`src/hw/rtl/pas_pkg.sv`:
```
// ============================================================================
// pas_pkg
// Shared constants, tables and types for the partial amplitude shaper.
// ============================================================================
package pas_pkg;

    localparam int PARTIAL_COUNT = 5;
    localparam int PCOUNT = (PARTIAL_COUNT < 2) ? 2 :
                            ((PARTIAL_COUNT > 16) ? 16 : PARTIAL_COUNT);
    localparam int IDX_W = 4;
    localparam int QDEPTH = 2;

    typedef logic [IDX_W-1:0] idx_t;

    // log2(1 + i/(P-1)) in Q16, truncated; elaboration-time only
    function automatic logic [16:0] log2_const(input int i);
        logic [63:0] r;
        logic [16:0] res;
        res = '0;
        r = ((64'(PCOUNT - 1) + 64'(i)) << 30) / 64'(PCOUNT - 1);
        if (r >= (64'd1 << 31))
        begin
            res[16] = 1'b1;
            r = r >> 1;
        end
        for (int bt = 15; bt >= 0; bt--)
        begin
            r = (r * r) >> 30;
            if (r >= (64'd1 << 31))
            begin
                res[bt] = 1'b1;
                r = r >> 1;
            end
        end
        return res;
    endfunction

    function automatic logic [16:0] log2_tab(input idx_t i);
        logic [16:0] v;
        v = '0;
        for (int k = 0; k < 16; k++)
        begin
            if (k < PCOUNT && idx_t'(k) == i)
            begin
                v = log2_const(k);
            end
        end
        return v;
    endfunction

    function automatic logic [16:0] exp_tab(input logic [4:0] j);
        logic [16:0] v;
        unique case (j)
            5'd0:  v = 17'd65536;
            5'd1:  v = 17'd62757;
            5'd2:  v = 17'd60097;
            5'd3:  v = 17'd57549;
            5'd4:  v = 17'd55109;
            5'd5:  v = 17'd52773;
            5'd6:  v = 17'd50535;
            5'd7:  v = 17'd48393;
            5'd8:  v = 17'd46341;
            5'd9:  v = 17'd44376;
            5'd10: v = 17'd42495;
            5'd11: v = 17'd40693;
            5'd12: v = 17'd38968;
            5'd13: v = 17'd37316;
            5'd14: v = 17'd35734;
            5'd15: v = 17'd34219;
            default: v = 17'd32768;
        endcase
        return v;
    endfunction

    // one queued job: the exponent (Q16, up to 100.0) and a flag for b above one
    typedef struct packed {
        logic        neg;
        logic [22:0] a;
    } job_t;

endpackage

```
`src/hw/rtl/partial_amplitude_shaper.sv`:
```
// ============================================================================
// partial_amplitude_shaper
// Turns one spectral-shape value into normalized amplitudes for each partial.
// ============================================================================
// Usage:
//   s_axis carries one shape value b (unsigned Q1.15) per beat.
//   m_axis returns PCOUNT beats per input: tdata holds the amplitude in
//   Q1.15, tuser the partial index, tlast marks the final partial.
// Operation:
//   The front stage forms the exponent in registers s1 and s2 and queues
//   the job. The back part first computes the gain of every partial (one
//   multiply, one table interpolation each), then runs the normalizing
//   divide for each partial (start, quotient bits one a cycle, hand-off,
//   output); the divider sets the throughput. The front and the two-entry
//   queue keep accepting while the back works.
// Reset:
//   rst_n clears all handshake state; no results are pending afterwards.
// Stall:
//   When m_axis_tready is low the current beat holds and the back waits;
//   the queue then fills and s_axis_tready drops.
// ============================================================================
module partial_amplitude_shaper
    import pas_pkg::*;
(
    input  logic        clk,
    input  logic        rst_n,
    input  logic        s_axis_tvalid,
    output logic        s_axis_tready,
    input  logic [15:0] s_axis_tdata,   // [15:0] shape_b
    output logic        m_axis_tvalid,
    input  logic        m_axis_tready,
    output logic [15:0] m_axis_tdata,   // [15:0] amplitude
    output logic [3:0]  m_axis_tuser,   // [3:0] partial_index
    output logic        m_axis_tlast
);

    logic fq_valid;
    logic fq_ready;
    job_t fq_job;
    logic qb_valid;
    logic qb_ready;
    job_t qb_job;

    pas_front u_front (
        .clk       (clk),
        .rst_n     (rst_n),
        .in_valid  (s_axis_tvalid),
        .in_ready  (s_axis_tready),
        .shape_b   (s_axis_tdata),
        .job_valid (fq_valid),
        .job_ready (fq_ready),
        .job       (fq_job)
    );

    pas_queue u_queue (
        .clk      (clk),
        .rst_n    (rst_n),
        .wr_valid (fq_valid),
        .wr_ready (fq_ready),
        .wr_job   (fq_job),
        .rd_valid (qb_valid),
        .rd_ready (qb_ready),
        .rd_job   (qb_job)
    );

    pas_back u_back (
        .clk           (clk),
        .rst_n         (rst_n),
        .job_valid     (qb_valid),
        .job_ready     (qb_ready),
        .job           (qb_job),
        .out_valid     (m_axis_tvalid),
        .out_ready     (m_axis_tready),
        .amplitude     (m_axis_tdata),
        .partial_index (m_axis_tuser),
        .last_partial  (m_axis_tlast)
    );

endmodule

```
`src/hw/rtl/pas_front.sv`:
```
// ============================================================================
// pas_front
// Accepts shape beats and forms the Q16 exponent a = 100*d*d in two stages.
// ============================================================================
module pas_front
    import pas_pkg::*;
(
    input  logic        clk,
    input  logic        rst_n,
    input  logic        in_valid,
    output logic        in_ready,
    input  logic [15:0] shape_b,
    output logic        job_valid,
    input  logic        job_ready,
    output job_t        job
);

    logic        s1_valid_reg;
    logic        s1_neg_reg;
    logic [31:0] s1_sq_reg;
    logic        s2_valid_reg;
    job_t        s2_job_reg;
    logic        s2_adv;
    logic        s1_adv;
    logic [15:0] d;
    logic [38:0] prod;

    assign s2_adv   = !s2_valid_reg || job_ready;
    assign s1_adv   = !s1_valid_reg || s2_adv;
    assign in_ready = s1_adv;
    assign d        = 16'(17'd32768 - {1'b0, shape_b});
    assign prod     = 39'(s1_sq_reg) * 39'd100 + 39'd8192;

    always_ff @(posedge clk or negedge rst_n)
    begin
        if (!rst_n)
        begin
            s1_valid_reg <= 1'b0;
            s2_valid_reg <= 1'b0;
        end
        else
        begin
            if (s1_adv)
            begin
                s1_valid_reg <= in_valid;
            end
            if (s2_adv)
            begin
                s2_valid_reg <= s1_valid_reg;
            end
        end
    end

    always_ff @(posedge clk)
    begin
        if (s1_adv && in_valid)
        begin
            s1_neg_reg <= shape_b > 16'd32768;
            s1_sq_reg  <= 32'(d) * 32'(d);
        end
        if (s2_adv && s1_valid_reg)
        begin
            s2_job_reg.neg <= s1_neg_reg;
            s2_job_reg.a   <= 23'(prod >> 14);
        end
    end

    assign job_valid = s2_valid_reg;
    assign job       = s2_job_reg;

endmodule

```
`src/hw/rtl/pas_queue.sv`:
```
// ============================================================================
// pas_queue
// Short job queue between the front and back parts.
// ============================================================================
module pas_queue
    import pas_pkg::*;
(
    input  logic clk,
    input  logic rst_n,
    input  logic wr_valid,
    output logic wr_ready,
    input  job_t wr_job,
    output logic rd_valid,
    input  logic rd_ready,
    output job_t rd_job
);

    job_t        mem_reg [QDEPTH];
    logic        wp_reg;
    logic        rp_reg;
    logic [1:0]  cnt_reg;
    logic        wr;
    logic        rd;

    assign wr_ready = cnt_reg != 2'(QDEPTH);
    assign rd_valid = cnt_reg != 2'd0;
    assign wr       = wr_valid && wr_ready;
    assign rd       = rd_valid && rd_ready;
    assign rd_job   = mem_reg[rp_reg];

    always_ff @(posedge clk or negedge rst_n)
    begin
        if (!rst_n)
        begin
            wp_reg  <= 1'b0;
            rp_reg  <= 1'b0;
            cnt_reg <= 2'd0;
        end
        else
        begin
            if (wr)
            begin
                wp_reg <= !wp_reg;
            end
            if (rd)
            begin
                rp_reg <= !rp_reg;
            end
            cnt_reg <= cnt_reg + 2'(wr) - 2'(rd);
        end
    end

    always_ff @(posedge clk)
    begin
        if (wr)
        begin
            mem_reg[wp_reg] <= wr_job;
        end
    end

endmodule

```
`src/hw/rtl/pas_div.sv`:
```
// ============================================================================
// pas_div
// Restoring divider: 16-bit quotient of a 33-bit dividend, one bit a cycle.
// ============================================================================
module pas_div
    import pas_pkg::*;
(
    input  logic        clk,
    input  logic        rst_n,
    input  logic        start,
    input  logic [32:0] num,
    input  logic [20:0] den,
    output logic        busy,
    output logic [15:0] quo
);

    logic [4:0]  cnt_reg;
    logic [32:0] rem_reg;
    logic [20:0] den_reg;
    logic [15:0] quo_reg;
    logic [37:0] trial;
    logic [37:0] dsh;

    assign busy  = cnt_reg != 5'd0;
    assign quo   = quo_reg;
    assign dsh   = 38'(den_reg) << (cnt_reg - 5'd1);
    assign trial = 38'(rem_reg) - dsh;

    always_ff @(posedge clk or negedge rst_n)
    begin
        if (!rst_n)
        begin
            cnt_reg <= 5'd0;
        end
        else if (start)
        begin
            cnt_reg <= 5'd17;
        end
        else if (busy)
        begin
            cnt_reg <= cnt_reg - 5'd1;
        end
    end

    // quotient fits in 16 bits (at most 32768); bit 16 trial never succeeds
    always_ff @(posedge clk)
    begin
        if (start)
        begin
            rem_reg <= num;
            den_reg <= den;
            quo_reg <= '0;
        end
        else if (busy)
        begin
            if (!trial[37])
            begin
                rem_reg <= 33'(trial);
                quo_reg <= {quo_reg[14:0], 1'b1};
            end
            else
            begin
                quo_reg <= {quo_reg[14:0], 1'b0};
            end
        end
    end

endmodule

```
`src/hw/rtl/pas_back.sv`:
```
// ============================================================================
// pas_back
// Computes per-partial gains, their sum, then streams normalized amplitudes.
// ============================================================================
module pas_back
    import pas_pkg::*;
(
    input  logic        clk,
    input  logic        rst_n,
    input  logic        job_valid,
    output logic        job_ready,
    input  job_t        job,
    output logic        out_valid,
    input  logic        out_ready,
    output logic [15:0] amplitude,
    output idx_t        partial_index,
    output logic        last_partial
);

    typedef enum logic [2:0] {
        ST_IDLE, ST_MUL, ST_EXP, ST_DSTART, ST_DWAIT, ST_OUT
    } state_t;

    state_t      st_reg;
    job_t        job_reg;
    idx_t        k_reg;
    logic [16:0] gain_reg [16];
    logic [20:0] sum_reg;
    logic [39:0] e_reg;
    logic        out_valid_reg;
    logic [15:0] amp_reg;
    idx_t        oidx_reg;
    logic        olast_reg;
    logic        dstart;
    logic        dbusy;
    logic [15:0] dquo;
    logic [32:0] dnum;
    logic [15:0] e16;
    logic [16:0] t0;
    logic [16:0] t1;
    logic [28:0] ip;
    logic [16:0] g;
    logic [16:0] gk;
    logic        klast;
    logic        out_load;

    assign klast = k_reg == idx_t'(PCOUNT - 1);
    // e_reg holds E in Q16 above bit 16: integer part in [39:32], fraction in [31:16]
    assign e16   = e_reg[31:16];
    assign t0    = exp_tab({1'b0, e16[15:12]});
    assign t1    = exp_tab(5'({1'b0, e16[15:12]} + 5'd1));
    assign ip    = 29'(t0 - t1) * 29'(e16[11:0]) + 29'd2048;
    assign g     = (e_reg[39:32] >= 8'd17) ? 17'd0 :
                   17'((t0 - 17'(ip >> 12)) >> e_reg[36:32]);
    assign gk    = gain_reg[k_reg];
    assign dnum  = {gk, 15'd0} + 33'(sum_reg >> 1);
    assign dstart = st_reg == ST_DSTART;
    assign job_ready = st_reg == ST_IDLE;
    assign out_load  = (st_reg == ST_DWAIT) && !dbusy && (!out_valid_reg || out_ready);

    pas_div u_div (
        .clk   (clk),
        .rst_n (rst_n),
        .start (dstart),
        .num   (dnum),
        .den   (sum_reg),
        .busy  (dbusy),
        .quo   (dquo)
    );

    always_ff @(posedge clk or negedge rst_n)
    begin
        if (!rst_n)
        begin
            st_reg        <= ST_IDLE;
            out_valid_reg <= 1'b0;
            k_reg         <= '0;
        end
        else
        begin
            if (out_load)
            begin
                out_valid_reg <= 1'b1;
            end
            else if (out_valid_reg && out_ready)
            begin
                out_valid_reg <= 1'b0;
            end
            unique case (st_reg)
                ST_IDLE:
                begin
                    if (job_valid)
                    begin
                        k_reg  <= '0;
                        st_reg <= ST_MUL;
                    end
                end
                ST_MUL:
                begin
                    st_reg <= ST_EXP;
                end
                ST_EXP:
                begin
                    if (klast)
                    begin
                        k_reg  <= '0;
                        st_reg <= ST_DSTART;
                    end
                    else
                    begin
                        k_reg  <= k_reg + idx_t'(1);
                        st_reg <= ST_MUL;
                    end
                end
                ST_DSTART:
                begin
                    st_reg <= ST_DWAIT;
                end
                ST_DWAIT:
                begin
                    if (out_load)
                    begin
                        st_reg <= ST_OUT;
                    end
                end
                ST_OUT:
                begin
                    if (klast)
                    begin
                        st_reg <= ST_IDLE;
                    end
                    else
                    begin
                        k_reg  <= k_reg + idx_t'(1);
                        st_reg <= ST_DSTART;
                    end
                end
                default:
                begin
                    st_reg <= ST_IDLE;
                end
            endcase
        end
    end

    always_ff @(posedge clk)
    begin
        if (st_reg == ST_IDLE && job_valid)
        begin
            job_reg <= job;
            sum_reg <= '0;
        end
        if (st_reg == ST_MUL)
        begin
            e_reg <= 40'(job_reg.a) * 40'(log2_tab(k_reg)) + 40'd32768;
        end
        if (st_reg == ST_EXP)
        begin
            if (job_reg.neg)
            begin
                gain_reg[k_reg] <= (k_reg == '0) ? 17'd65536 : 17'd0;
                sum_reg <= sum_reg + ((k_reg == '0) ? 21'd65536 : 21'd0);
            end
            else
            begin
                gain_reg[k_reg] <= g;
                sum_reg <= sum_reg + 21'(g);
            end
        end
        if (out_load)
        begin
            amp_reg   <= dquo;
            oidx_reg  <= k_reg;
            olast_reg <= klast;
        end
    end

    assign out_valid     = out_valid_reg;
    assign amplitude     = amp_reg;
    assign partial_index = oidx_reg;
    assign last_partial  = olast_reg;

endmodule
```
`config.mk`:
```
export PLATFORM = sky130hd
export DESIGN_NAME = partial_amplitude_shaper
export DESIGN_NICKNAME = d
export VERILOG_FILES = /design/src/hw/rtl/pas_pkg.sv /design/src/hw/rtl/partial_amplitude_shaper.sv /design/src/hw/rtl/pas_front.sv /design/src/hw/rtl/pas_queue.sv /design/src/hw/rtl/pas_div.sv /design/src/hw/rtl/pas_back.sv
export SDC_FILE = /design/constraint.sdc
export NUM_CORES = 2
export LEC_CHECK = 0
export BUFFER_PORTS_ARGS = -buffer_cell sky130_fd_sc_hd__clkbuf_2
export CAP_MARGIN = 20
export CORE_UTILIZATION = 24
export DETAILED_ROUTE_END_ITERATION = 16
export GPL_TIMING_DRIVEN = 0
export REMOVE_ABC_BUFFERS = 1
export SLEW_MARGIN = 20
export SYNTH_ARGS = -nofsm -noshare
export SYNTH_HDL_FRONTEND = slang
export SYNTH_HIERARCHICAL = 1
export SYNTH_SLANG_ARGS = --single-unit
export TNS_END_PERCENT = 1
```
`constraint.sdc`:
```
create_clock -name clk -period 32.8 [get_ports clk]
set_input_delay 0 -clock clk [delete_from_list [all_inputs] [get_ports clk]]
set_output_delay 0 -clock clk [all_outputs]
set_load 0.01 [all_outputs]
```
==> metrics.csv <==
stage;metric;value;unit
status;outcome;finished, final reports clean;
detailed_routing;firstDrtPassIters;5;
sta;fin_crit_sh;0.493;
setup_path;slowest_delay;0.67;ns
synth;syn_area;0.0573;mm^2
global_route;gr-total-overflow;0;
synth;syn_area_per_cell;10.7;um^2
synth;yosysSeqAreaShare;0.292;
die;ioPinCount;43;
cts;cts_resized;0;
global_route;grt_pass1_vias;39657;
die;die_y;491;um
detailed_routing;viasPerCell;4.41;
sta;min_period;16.18;ns
detailed_routing;drc;0;
setup_path;crit_slowest_cell;xnor2_2;
global_route;antenna_found_initial;4;
global_route;grt_pass1_wl;213000;um
synth;synth_edf_count;520;
setup_path;arrival;16.60;ns
cts;cts_made_buffers;59;
setup_path;cp-startpoint;u_back/e_reg[28];
setup_path;r2r-start;u_back/e_reg[28];
layout;area_growth;10.9;%
cts;cts_tree;yes;
sta;hold_viol;0;
die;core;0.238;mm^2
sta;rsz0062_at_grt;false;
layout;mostFrequentLayoutCell;inv_1;
sta;worst_slack;16.62;ns
synth;synth.distinct_cells;116;
die;start_util;0.241;
cts;cts_buffer_depth;3;
global_route;grt_max_degree;62;
layout;final_layout_size_suffix_gt1_frac;0.0796;
layout;multi_input_area;0.0364;mm^2
die;die_x;491;um
layout;regArea;0.0168;mm^2
sta;drv_slew;0;
setup_path;crit_required;33.22;ns
setup_path;cp_max_fo;16;
layout;finalNetCount;6563;
layout;largest_reg_flops;272;
cts;cts.sinks;572;
sta;finClkSkew;0.0400;ns
place;hpwl;103000;um
cts;post_cts_buffers;0;
place;dp_slack;16.71;ns
pwr;p_leak;0.0271;uW
cts;clkTransAtPathRegs;0.07;ns
synth;ys_warn_count;6;
sta;max-slew-margin-rel;0.213;
synth;ys_ff_latch;572;
setup_path;crit_top_cell;ha_1;
global_route;grt_usage;0.109;
layout;n_fill_cell;24636;
cts;clk_latency;0.66;ns
synth;syn_inst;5361;
detailed_routing;post_drt_wl_per_cell;15.3;um
setup_path;worst_setup_path_end_kind;register;
detailed_routing;detail-route-antenna-nets;0;
place;numPortBuffers;42;
sta;final.setup.tns;0;ns
layout;final_cell_mix;972 x inv_1, 654 x fa_1, 552 x ha_1, 520 x edfxtp_1, 448 x nand2_1;
synth;yosys_most_used_dff;edfxtp_1;
setup_path;path_class;reg2reg;
flow_run;drv_cap;0;
sta;finalSetupViolations;0;
detailed_routing;vias;37696;
sta;fmax;61.8;MHz
pwr;vdd_drop_max;105;uV
cts;htree_levels;2;
detailed_routing;routed_wl;131000;um
worst_hold_path;hold_path_class;in2async;
die;fp-row-count;179;
die;dieArea;0.241;mm^2
sta;worst_slew_pin_slew;1.18;ns
detailed_routing;first_iter_violations;2480;
cts;clockRootBuffer;clkbuf_16;
cts;ctsHoldBuffers;7;
setup_path;startpoint_type;register;
pwr;power_density;78.0;mW/mm^2
place;gp_congestion;0.920;
synth;async_reset_ff_frac;0.0332;
[layer usage]
layer / global-route usage / routed length (um) / up-vias
met2: 0.187 / 63300 / 836
li1: - / - / 17813
met5: 0 / 0 / -
met3: 0.00903 / 4710 / 199
met1: 0.144 / 59200 / 18848
met4: 0.0344 / 3760 / 0
[critical path, delay by kind of cell, from the launching register on]
kind            cells  cell delay, ns
xor+xnor            3            1.44
simple gates       14            2.25
fa+ha+maj          13            5.16
mux                 1            0.23
flops               1            0.60
buf+inv             3            0.57
compound gates     24            5.70
[cell families after synthesis]
family / synth area share
adders and majority gates: 0.349
buffers and inverters: 0.0768
and+or+nand+nor: 0.115
other: 0.000131
xor gates and xnor gates: 0.0348
muxes: 0.0545
AOI/OAI and AO/OA: 0.0779
DFF: 0.292
[synth_stat cells, types with 17 or more instances]
cell,instances,share of area
o21ai_0,150,0.013
dfxtp_1,33,0.012
a21oi_1,182,0.016
edfxtp_1,520,0.27
a21o_1,78,0.010
dfrtp_1,19,0.0083
xor2_1,78,0.012
nand4_1,29,0.0032
a31oi_1,27,0.0029
nand3_1,58,0.0051
nor2_1,282,0.018
nand2b_1,45,0.0049
mux2i_1,41,0.0072
o31ai_1,17,0.0022
ha_1,552,0.12
mux2_2,47,0.0092
mux4_2,92,0.036
inv_1,972,0.064
o211ai_1,21,0.0028
nor3_1,71,0.0062
nand2_1,448,0.029
clkbuf_1,129,0.0084
and2_1,213,0.023
fa_1,654,0.23
o21a_1,42,0.0055
xnor2_1,142,0.022
nor2b_1,39,0.0043
and3_1,57,0.0062
a211oi_1,30,0.0039
[area by class of cell]
class / instances / area share
repair buffers: 78 / 0.00989
flip-flops and latches: 572 / 0.264
well taps: 3167 / 0.0624
clock inverters: 45 / 0.00920
multi-input cells: 3643 / 0.573
clock buffers: 67 / 0.0239
diodes: 2 / 0.0000788
inverters: 983 / 0.0581
[worst paths after layout]
| check | end | slack, ns | depth (start not counted) |
|---|---|---|---|
| max in group asynchronous | u_back/k_reg[1] | 32.14 | 2 |
| max reg2reg | u_back/sum_reg[19] | 16.62 | 58 |
| max | u_back/sum_reg[19] | 16.62 | 58 |
| min | u_back/st_reg[0] | 0.12 | 2 |
| min in group clk | u_front/s1_sq_reg[3] | 0.19 | 5 |
| min reg2reg | u_back/amplitude[15] | 0.43 | 0 |
[report_power, final]
| part | switching, uW | internal (uW) |
|---|---|---|
| Sequential | 33.4 | 1010 |
| Combinational | 1860 | 1320 |
| Clock | 310 | 412 |
[metrics by stage]
stage	instance area, um^2	total power [uW]	hold slack (ns)	instances	utilization
after global routing	63500	5450	0.0989	8556	0.267
after floorplan	56600	3590	-0.296	5198	-
after global placement	60800	4180	0.0920	8407	0.256
final	63500	4960	0.122	8557	0.267
after detailed placement	61300	4230	0.0944	8434	0.258
after CTS	63400	4980	0.0920	8553	0.267
Power figures use the tool's default switching activity.
